File: src/hw/rtl/symbol_mismatch_distance_ratio_assert.svh
// Assertion macros for the symbol mismatch distance ratio block.
`ifndef SYMBOL_MISMATCH_DISTANCE_RATIO_ASSERT_SVH
`define SYMBOL_MISMATCH_DISTANCE_RATIO_ASSERT_SVH

// Same-cycle implication, checked on clk_i, off during reset.
`define SMDR_ASSERT_NOW(label, ante, cons) \
  label: assert property (@(posedge clk_i) disable iff (!rst_ni) (ante) |-> (cons)) \
    else $error("smdr assertion failed");

// Next-cycle implication, checked on clk_i, off during reset.
`define SMDR_ASSERT_NEXT(label, ante, cons) \
  label: assert property (@(posedge clk_i) disable iff (!rst_ni) (ante) |=> (cons)) \
    else $error("smdr assertion failed");

`endif

File: src/hw/rtl/smdr_pkg.sv
// Package: sizes and symbol counting for the symbol mismatch distance ratio block.
`timescale 1ns / 1ps

package smdr_pkg;

  localparam int unsigned MAX_WORDS = 4096;
  localparam int unsigned WORD_W    = 16;
  localparam int unsigned RATIO_W   = 16;
  // mismatch count holds 0..MAX_WORDS, pair total holds 0..8*MAX_WORDS
  localparam int unsigned COUNT_W   = $clog2(MAX_WORDS + 1);
  localparam int unsigned TOTAL_W   = $clog2(8 * MAX_WORDS + 1);
  localparam int unsigned DIV_CNT_W = $clog2(TOTAL_W + 1);

  localparam logic [COUNT_W-1:0] COUNT_CAP = COUNT_W'(MAX_WORDS);
  localparam logic [TOTAL_W-1:0] TOTAL_CAP = TOTAL_W'(8 * MAX_WORDS);

  // Number of nonzero 2-bit symbols in a word: OR each pair, then a sum tree.
  function automatic logic [3:0] nz_symbols(input logic [WORD_W-1:0] w);
    logic [WORD_W-1:0] x;
    x = (w & 16'h5555) | ((w >> 1) & 16'h5555);
    x = (x & 16'h3333) + ((x >> 2) & 16'h3333);
    x = (x & 16'h0f0f) + ((x >> 4) & 16'h0f0f);
    x = (x & 16'h00ff) + ((x >> 8) & 16'h00ff);
    return x[3:0];
  endfunction

endpackage

File: src/hw/rtl/smdr_div.sv
// Restoring divider: one quotient bit per cycle through a shared subtractor.
`timescale 1ns / 1ps

module smdr_div (
  input  logic                          clk_i,
  input  logic                          rst_ni,
  input  logic                          start_i,
  input  logic [smdr_pkg::TOTAL_W-1:0]  dividend_i,
  input  logic [smdr_pkg::COUNT_W-1:0]  divisor_i,
  output logic                          done_o,
  output logic [smdr_pkg::TOTAL_W-1:0]  quotient_o
);

  localparam int unsigned TW = smdr_pkg::TOTAL_W;
  localparam int unsigned CW = smdr_pkg::COUNT_W;
  localparam int unsigned NW = smdr_pkg::DIV_CNT_W;

  logic          busy_q, busy_d;
  logic          done_q, done_d;
  logic [NW-1:0] cnt_q, cnt_d;
  logic [CW-1:0] rem_q, rem_d;
  logic [TW-1:0] quo_q, quo_d;
  logic [CW-1:0] dsr_q, dsr_d;

  logic [CW:0]   shifted;
  logic [CW+1:0] diff;
  logic          borrow;

  assign shifted = {rem_q, quo_q[TW-1]};
  assign diff    = {1'b0, shifted} - {2'b00, dsr_q};
  assign borrow  = diff[CW+1];

  always_comb begin
    busy_d = busy_q;
    done_d = 1'b0;
    cnt_d  = cnt_q;
    rem_d  = rem_q;
    quo_d  = quo_q;
    dsr_d  = dsr_q;
    if (start_i) begin
      busy_d = 1'b1;
      cnt_d  = NW'(TW);
      rem_d  = '0;
      quo_d  = dividend_i;
      dsr_d  = divisor_i;
    end else if (busy_q) begin
      rem_d = borrow ? shifted[CW-1:0] : diff[CW-1:0];
      quo_d = {quo_q[TW-2:0], ~borrow};
      cnt_d = cnt_q - NW'(1);
      if (cnt_q == NW'(1)) begin
        busy_d = 1'b0;
        done_d = 1'b1;
      end
    end
  end

  always_ff @(posedge clk_i or negedge rst_ni) begin
    if (!rst_ni) begin
      busy_q <= 1'b0;
      done_q <= 1'b0;
      cnt_q  <= '0;
    end else begin
      busy_q <= busy_d;
      done_q <= done_d;
      cnt_q  <= cnt_d;
    end
  end

  always_ff @(posedge clk_i) begin
    rem_q <= rem_d;
    quo_q <= quo_d;
    dsr_q <= dsr_d;
  end

  assign done_o     = done_q;
  assign quotient_o = quo_q;

endmodule

File: src/hw/rtl/symbol_mismatch_distance_ratio.sv
// Top level: accumulates per-pair symbol statistics and divides on the last beat.
// Input channel: word_a_i, word_b_i, last_i under in_valid_i / in_ready_o.
// Output channel: ratio_o under out_valid_o / out_ready_i, one beat per last input.
// For each input beat with last_i low, the nonzero-symbol counts and both
// saturating accumulators update at the accepting edge.
// A beat with last_i high is accumulated the same way, then the block runs a
// restoring divide, one quotient bit per cycle over TOTAL_W (16) quotient
// bits, then raises the done flag; the ratio is then registered into the
// output register once that register is free.
// in_ready_o is low from the last beat until the result is in the output
// register. The output register lets new input beats in while the result
// waits; if a second last beat finishes its divide while the first result is
// still stalled, the block holds its quotient and stays not ready until
// out_ready_i frees the register.
// Mismatch count zero gives a ratio of 0; a quotient wider than ratio_o
// saturates to all ones. Both accumulators clear on every last beat.
// Reset clears the accumulators, the sequencer and out_valid_o.
`timescale 1ns / 1ps
`include "symbol_mismatch_distance_ratio_assert.svh"

module symbol_mismatch_distance_ratio (
  input  logic                           clk_i,
  input  logic                           rst_ni,
  input  logic                           in_valid_i,
  output logic                           in_ready_o,
  input  logic [smdr_pkg::WORD_W-1:0]    word_a_i,
  input  logic [smdr_pkg::WORD_W-1:0]    word_b_i,
  input  logic                           last_i,
  output logic                           out_valid_o,
  input  logic                           out_ready_i,
  output logic [smdr_pkg::RATIO_W-1:0]   ratio_o
);

  localparam int unsigned CW    = smdr_pkg::COUNT_W;
  localparam int unsigned TW    = smdr_pkg::TOTAL_W;
  localparam int unsigned RW    = smdr_pkg::RATIO_W;
  localparam int unsigned SAT_W = (TW > RW) ? TW : RW;
  localparam logic [RW-1:0] RATIO_MAX = {RW{1'b1}};

  typedef enum logic [2:0] {
    ST_IDLE = 3'b001,
    ST_DIV  = 3'b010,
    ST_HOLD = 3'b100
  } state_e;

  state_e        state_q, state_d;
  logic [CW-1:0] count_q, count_d;
  logic [TW-1:0] total_q, total_d;
  logic          zero_q, zero_d;
  logic          out_valid_q, out_valid_d;
  logic [RW-1:0] ratio_q, ratio_d;

  logic          accept;
  logic          both_nz;
  logic          one_diff;
  logic [CW-1:0] count_acc;
  logic [TW-1:0] total_acc;
  logic          out_free;
  logic          load_out;
  logic          div_done;
  logic [TW-1:0] quotient;
  logic [SAT_W-1:0] q_ext;
  logic [RW-1:0] ratio_sat;

  assign accept   = in_valid_i && in_ready_o;
  assign both_nz  = (smdr_pkg::nz_symbols(word_a_i) != 4'd0) &&
                    (smdr_pkg::nz_symbols(word_b_i) != 4'd0);
  assign one_diff = smdr_pkg::nz_symbols(word_a_i ^ word_b_i) == 4'd1;

  // saturating accumulate of the current beat
  always_comb begin
    count_acc = count_q;
    total_acc = total_q;
    if (both_nz) begin
      if (one_diff && (count_q < smdr_pkg::COUNT_CAP)) begin
        count_acc = count_q + CW'(1);
      end
      if (total_q < smdr_pkg::TOTAL_CAP) begin
        total_acc = total_q + TW'(8);
      end
    end
  end

  smdr_div u_div (
    .clk_i      (clk_i),
    .rst_ni     (rst_ni),
    .start_i    (accept && last_i),
    .dividend_i (total_acc),
    .divisor_i  (count_acc),
    .done_o     (div_done),
    .quotient_o (quotient)
  );

  assign q_ext     = SAT_W'(quotient);
  assign ratio_sat = zero_q ? '0 :
                     (q_ext > SAT_W'(RATIO_MAX)) ? RATIO_MAX : q_ext[RW-1:0];

  assign out_free = !out_valid_q || out_ready_i;
  assign load_out = out_free &&
                    (((state_q == ST_DIV) && div_done) || (state_q == ST_HOLD));

  always_comb begin
    state_d     = state_q;
    count_d     = count_q;
    total_d     = total_q;
    zero_d      = zero_q;
    out_valid_d = out_valid_q;
    ratio_d     = ratio_q;

    if (out_valid_q && out_ready_i) begin
      out_valid_d = 1'b0;
    end
    if (load_out) begin
      out_valid_d = 1'b1;
      ratio_d     = ratio_sat;
    end

    unique case (state_q)
      ST_IDLE: begin
        if (accept) begin
          if (last_i) begin
            count_d = '0;
            total_d = '0;
            zero_d  = (count_acc == '0);
            state_d = ST_DIV;
          end else begin
            count_d = count_acc;
            total_d = total_acc;
          end
        end
      end
      ST_DIV: begin
        if (div_done) begin
          state_d = out_free ? ST_IDLE : ST_HOLD;
        end
      end
      ST_HOLD: begin
        if (out_free) begin
          state_d = ST_IDLE;
        end
      end
      default: state_d = ST_IDLE;
    endcase
  end

  always_ff @(posedge clk_i or negedge rst_ni) begin
    if (!rst_ni) begin
      state_q     <= ST_IDLE;
      count_q     <= '0;
      total_q     <= '0;
      out_valid_q <= 1'b0;
    end else begin
      state_q     <= state_d;
      count_q     <= count_d;
      total_q     <= total_d;
      out_valid_q <= out_valid_d;
    end
  end

  always_ff @(posedge clk_i) begin
    zero_q  <= zero_d;
    ratio_q <= ratio_d;
  end

  assign in_ready_o  = (state_q == ST_IDLE);
  assign out_valid_o = out_valid_q;
  assign ratio_o     = ratio_q;

  `SMDR_ASSERT_NEXT(a_last_starts_div, accept && last_i, state_q == ST_DIV)
  `SMDR_ASSERT_NEXT(a_last_clears_acc, accept && last_i, count_q == '0 && total_q == '0)
  `SMDR_ASSERT_NOW(a_done_only_in_div, div_done, state_q == ST_DIV)
  `SMDR_ASSERT_NOW(a_load_needs_room, load_out, !out_valid_q || out_ready_i)

endmodule
File: config.mk
export PLATFORM = sky130hd
export DESIGN_NAME = symbol_mismatch_distance_ratio
export DESIGN_NICKNAME = d
export VERILOG_FILES = /design/src/hw/rtl/smdr_pkg.sv /design/src/hw/rtl/smdr_div.sv /design/src/hw/rtl/symbol_mismatch_distance_ratio.sv
export VERILOG_INCLUDE_DIRS = /design/src /design/src/hw/rtl
export SDC_FILE = /design/constraint.sdc
export NUM_CORES = 1
export LEC_CHECK = 0
export BUFFER_PORTS_ARGS = -buffer_cell sky130_fd_sc_hd__buf_2
export CORE_ASPECT_RATIO = 0.9
export CORE_UTILIZATION = 65
export DETAILED_ROUTE_END_ITERATION = 8
export HOLD_SLACK_MARGIN = 0.06
export PLACE_DENSITY_LB_ADDON = 0.05
export SLEW_MARGIN = 20
export SYNTH_ARGS = -nofsm -noshare
export SYNTH_HDL_FRONTEND = slang
export SYNTH_SLANG_ARGS = --single-unit
File: constraint.sdc
create_clock -name clk_i -period 6.3 [get_ports clk_i]
set_input_delay 0.945 -clock clk_i [delete_from_list [all_inputs] [get_ports clk_i]]
set_output_delay 0.945 -clock clk_i [all_outputs]
set_load 0.02 [all_outputs]
# == Word level (Yosys, flattened, before mapping) ==
# Cells that the tools add are included.
# totals
reg_bits,99
inputBits,37
elab_cells,86
# op_classes
n_addsub,13
reduce_logical,18
bitwise,5
mux,26
n_eq_ne,9
magnitude_cmp,3
# op_table
op,n
16-bit two-way mux,6
13-bit two-way mux,4
14-bit by 13-bit adder with 15-bit output,3
15-bit OR,3
12-bit by 11-bit adder with 12-bit output,3
16-bit by 4-bit adder with 16-bit output (second input constant),1
16-bit greater-than comparator (second input constant),1
16-bit < comparator (second input constant),1
16-bit XOR,1
3-bit two-way mux,5
14-bit by 13-bit subtractor with 15-bit output,1
13-bit by 1-bit adder with 13-bit output (second input constant),1
13-bit logical NOT,1
13-bit < comparator (second input constant),1
4-bit adder,3
5-bit two-way mux,2
3-bit case mux with 3 select lines,1
1-bit two-way mux,8
4-bit nonzero test,2
1-bit logical AND,7
2-bit by 1-bit != test with 1-bit output (second input constant),3
5-bit by 1-bit equality test with 1-bit output (second input constant),1
5-bit by 1-bit subtractor with 5-bit output (second input constant),1
4-bit by 1-bit equality test with 1-bit output (second input constant),1
11 further kinds,13

# == Longest topological paths before layout ==
# logic_depth
depth_word,10
ltp_mapped,15

# == Modules after synthesis ==
# Synthesis repeated with hierarchy kept, for this count alone.
# hier_totals
cells_unflattened,643
hier_area_um2,6528.8
# modules_own_cells
module,area_per_inst_um2,cells_per_inst,seq_area_each_um2,instances
symbol_mismatch_distance_ratio,3836.2,400,1262.5,1
smdr_div,2692.6,243,1306.3,1

# == Worst setup path after synthesis ==
# Ideal clock, no wire load.
# synth_timing
kind,input to register
from,input word_b_i[6] in the netlist's numbering
to,register u_div.quo_q[12] (netlist: u_div.quotient_o[12]) (data pin)
t_arrival_ns,4.036
required_ns,6.031
path_slack_ns,1.996
stages,12
path_cell_list,or2_2 > ha_1 > ha_1 > fa_1 > fa_1 > or3_4 > o221a_2 > buf_4 > and3_4 > and4_4 > xnor2_1 > o21ai_0
# synth_via
elab_chain_cells,8
# synth_rtl
item,line_no,rtl
start: declaration,symbol_mismatch_distance_ratio.sv:27,"input logic [smdr_pkg::WORD_W-1:0] word_b_i,"
15-bit OR,smdr_pkg.sv:20,x = (w & 16'h5555) | ((w >> 1) & 16'h5555);
14-bit by 13-bit adder with 15-bit output,smdr_pkg.sv:21,x = (x & 16'h3333) + ((x >> 2) & 16'h3333);
12-bit by 11-bit adder with 12-bit output,smdr_pkg.sv:22,x = (x & 16'h0f0f) + ((x >> 4) & 16'h0f0f);
4-bit adder,smdr_pkg.sv:23,x = (x & 16'h00ff) + ((x >> 8) & 16'h00ff);
4-bit nonzero test,symbol_mismatch_distance_ratio.sv:67,(smdr_pkg::nz_symbols(word_b_i) != 4'd0);
1-bit logical AND,symbol_mismatch_distance_ratio.sv:66,assign both_nz = (smdr_pkg::nz_symbols(word_a_i) != 4'd0) &&
16-bit two-way mux,symbol_mismatch_distance_ratio.sv:74,if (both_nz) begin
16-bit two-way mux,smdr_div.sv:40,if (start_i) begin
net u_div.quo_d[12],smdr_div.sv:22,"logic [TW-1:0] quo_q, quo_d;"
end signal: assignment,smdr_div.sv:71,quo_q <= quo_d;
end: declaration,smdr_div.sv:22,
# The timed path passes the listed nets, and every way through them passes these cells.
# A chain may end at the register's enable or synchronous reset.

# == Worst setup path in the final report ==
# layout_timing
from,input word_a_i[4] in the netlist's numbering
to,register zero_q (data pin)
# layout_via
elab_chain_cells,10
word_cells_on_any_way,16
# layout_rtl
item,line_no,rtl
start: declaration,symbol_mismatch_distance_ratio.sv:26,"input logic [smdr_pkg::WORD_W-1:0] word_a_i,"
16-bit XOR,symbol_mismatch_distance_ratio.sv:68,assign one_diff = smdr_pkg::nz_symbols(word_a_i ^ word_b_i) == 4'd1;
15-bit OR,smdr_pkg.sv:20,
14-bit by 13-bit adder with 15-bit output,smdr_pkg.sv:21,
12-bit by 11-bit adder with 12-bit output,smdr_pkg.sv:22,
4-bit adder,smdr_pkg.sv:23,
4-bit by 1-bit equality test with 1-bit output,symbol_mismatch_distance_ratio.sv:68,
1-bit logical AND,symbol_mismatch_distance_ratio.sv:75,if (one_diff && (count_q < smdr_pkg::COUNT_CAP)) begin
13-bit two-way mux,symbol_mismatch_distance_ratio.sv:75,
13-bit two-way mux (*),symbol_mismatch_distance_ratio.sv:74,
13-bit logical NOT (*),symbol_mismatch_distance_ratio.sv:124,zero_d = (count_acc == '0);
end signal: assignment,symbol_mismatch_distance_ratio.sv:161,zero_q <= zero_d;
end: declaration,symbol_mismatch_distance_ratio.sv:49,"logic zero_q, zero_d;"
# Every way passes the cells marked *; elsewhere a longest branch is shown, timed or not.

==> run_results.csv <==
group,metric,value,unit
sta,setup_violations,0,
worst_setup_path,crit_arrival,4.66,ns
logic_synthesis,postSynthAreaPerCell,9.90,sq um
worst_setup_path,path_class,"in2reg",
final_layout,fill_cells,695,
cts,clkLatencyLatePin,0.37,ns
logic_synthesis,ys_types,82,
drt,drt-total-wl,12900,um
logic_synthesis,ys_seq_area_share,41.0,%
min_path,min_to,"state_q[1]",
drt,dr.pass1.iters,5,
placement,post-place-ws,1.40,ns
logic_synthesis,synth_compound_area_share,11.7,%
power_and_ir_drop,ir_drop,206,uV
die,num_rows,33,
drt,wire_per_inst,16.0,um
final_layout,finish.net_count,769,
logic_synthesis,synth_edf_count,46,
worst_setup_path,cp_slowest_cell,"fa_1",
min_path,hold_path_class,"reg2reg",
logic_synthesis,synth_top_family_by_area,"simple AND/OR/NAND/NOR gates",
worst_setup_path,critPathMaxStageDelay,0.55,ns
cts,cts_root_buf,"clkbuf_8",
sta,setup_tns,0,ns
drt,num_vias,4678,
sta,period_minus_slack,4.48,ns
logic_synthesis,synth_area_leaders,"edfxtp_1 (22%), dfrtp_1 (14%), ha_1 (8.8%)",
die,die_width,106,um
sta,tightest_slew,0.951,ns
min_path,worstHoldPathCells,1,
worst_setup_path,reg2reg_slack,2.87,ns
cts,cts_tree,"done",
sta,holdWs,0.521,ns
drt,viasPerCell,5.81,
logic_synthesis,synth_largest_area_cell,"edfxtp_1",
power_and_ir_drop,cellLeakagePower,3.02,nW
worst_setup_path,r2r_cells,5,
global_routing,antenna_found_initial,0,
final_layout,drive_gt1_share,17.7,%
logic_synthesis,syn_inst,633,
worst_setup_path,crit_path_start_kind,"input port",
sta,fin_skew,0.0152,ns
die,core_area,9250,sq um
global_routing,grt_first_pass_wirelength,21200,um
final_layout,areaGrowthSynthToFinish,9.24,%
final_layout,diodes,0,
logic_synthesis,synth_flop_cell,"edfxtp_1",
sta,postLayoutSetupSlackWorst,1.82,ns
drt,drt_first_iter_violations,316,
logic_synthesis,synth-simple-area-share,19.8,%
logic_synthesis,synthAdderAreaFrac,12.0,%
die,start_util,67.8,%
power_and_ir_drop,finalPower,0.00267,W
global_routing,track_usage,26.9,%
cts,htree_levels,3,
worst_setup_path,worst_setup_path_end_kind,"register",
logic_synthesis,syn_area,6270,sq um
worst_setup_path,path_max_fanout,6,
drt,drc_errors,0,
cts,cts_setup_buffers,0,
logic_synthesis,yosysWarnings,0,
sta,slew_viol_final,0,
sta,rsz0062_at_grt,"false",
cts,numCtsBuffers,9,
logic_synthesis,synth_commonest_cells,"nand2_1 (63), o21ai_0 (48), edfxtp_1 (46), ha_1 (44), inv_1 (43)",
die,io_pins,55,
cts,cts_sinks,96,
global_routing,grt_pass1_vias,4509,
worst_setup_path,crit_chain,"buf_2, xnor2_1, nand2_1, ha_1, ha_1, fa_1, inv_1, fa_1, a211oi_2, mux2i_2, nand2b_1, nor4_4, xnor2_2, nor4b_1, nor4bb_1",
logic_synthesis,yosysMostFrequentCell,"nand2_1",
logic_synthesis,synth.top_cell.area_share,22.0,%
worst_setup_path,worstPathRequired,6.48,ns
worst_setup_path,reg2reg_from,"state_q[0]",
drt,ant_nets,0,
global_routing,grt_max_degree,43,
logic_synthesis,synthXorXnorAreaFrac,6.82,%
placement,portBuffers,54,
logic_synthesis,syn_nets,724,
cts,clockBufferDepth,2,
sta,max_clock_freq,0.223,GHz
logic_synthesis,ys_async_sr_fraction,38.5,%
final_layout,multi_input_area,3420,sq um
die,dieArea,10000,sq um
placement,gp_congestion,0.893,
sta,slew_headroom,36.4,%
placement,dp_hpwl,9750,um
min_path,worstHoldStart,"state_q[2]",
outcome,status,"complete, no violations",
die,floorplan.die.height,95.2,um
cts,path_clk_slew,0.10,ns
global_routing,overflow,0,
worst_setup_path,r2r-end,"u_div.quotient_o[0]",
sta,hold_viol,0,
cts,cts_resized,0,
logic_synthesis,synth-seq-cells,96,
final_layout,seq_area,2570,sq um
final_layout,post-route-util,74.1,%
cts,postCtsHoldBufs,0,
run,cap_viol_max_count,0,
logic_synthesis,muxShareOfSynthArea,4.23,%
sta,period_share,71.2,%
power_and_ir_drop,power_density,390,nW/um^2
cells in the final DEF, fill, tap and decap left out, drive strengths merged, types with 3 or more instances in the layout:
master   n
fa      10
nor3    17
nor2b   20
xnor2   35
and2     8
ha      44
nand4    9
mux2i   25
and3     5
nor4b    3
nor2    42
dfxtp   13
nand3   13
clkbuf  10
or2     17
nor4     5
a211oi   3
o21a     5
buf     58
edfxtp  46
xor2    13
nand2   64
o21ai   53
a21oi   29
dfrtp   36
a31oi    3
inv     48
nand2b   7
or3      5
worst max-delay path by stage:
stage / start / end / slack [ns] / cells after the start
after floorplan: word_b_i[6] / u_div.quotient_o[12] / 2.00 / 12
after global placement: word_b_i[15] / zero_q / 1.65 / 14
after detailed placement: word_a_i[4] / zero_q / 1.40 / 15
after CTS: word_a_i[4] / zero_q / 1.79 / 15
after global routing: word_a_i[6] / zero_q / 1.57 / 15
final: word_a_i[4] / zero_q / 1.82 / 15
per-layer routing:
layer	global-route usage [%]	share of wire, %	vias to the layer above
li1	-	-	2298
met1	35.7	45	2228
met2	46.0	50	133
met3	5.19	4.2	19
met4	6.25	1.3	0
met5	0	0	-
cell type report:
cell class              count  area share (%)
clock buffers              10            2.17
well taps                 122            2.23
inverters                  43            2.36
flip-flops and latches     96            37.5
multi-input cells         470            49.9
clock inverters             6            1.11
repair buffers             58            4.68
critical path, delay by kind of cell:
family / cells / cell delay [ns]
buffers and inverters: 2 / 0.20
AOI/OAI and AO/OA: 1 / 0.24
xor gates and xnor gates: 2 / 0.32
and+or+nand+nor: 5 / 1.25
muxes: 1 / 0.16
adders and majority gates: 4 / 1.52
flip-flops by register name, summed over array words and instances (netlist names):
signal            cells
count_q              13
zero_q                1
u_div.cnt_q           5
u_div.busy_q          1
u_div.dsr_q          13
u_div.quotient_o     16
total_q              13
state_q               3
out_valid_o           1
ratio_o              16
u_div.done_o          1
u_div.rem_q          13
report_power, final:
part	internal (W)	total (W)	switching [W]
Combinational	0.000543	0.00122	0.000681
Clock	0.000216	0.000450	0.000233
Sequential	0.000849	0.000995	0.000146
Total	0.00161	0.00267	0.00106
cell families (layout without fill, tap and decap cells):
family                   after synthesis  count (layout)
AND/OR/NAND/NOR                      228             228
adder cells (fa/ha/maj)               54              54
AO/OA/AOI/OAI                        114             114
multiplexers                          26              26
XOR/XNOR                              48              48
buffers and inverters                 67             117
flip-flops                            96              96
per-stage QoR:
step / area (sq um) / cells
floorplan: 6270 / 633
global placement: 6600 / 788
detailed placement: 6600 / 788
CTS: 6820 / 804
global route: 6850 / 805
finish: 6850 / 805
Note: power is estimated with default switching activity, not from simulation.
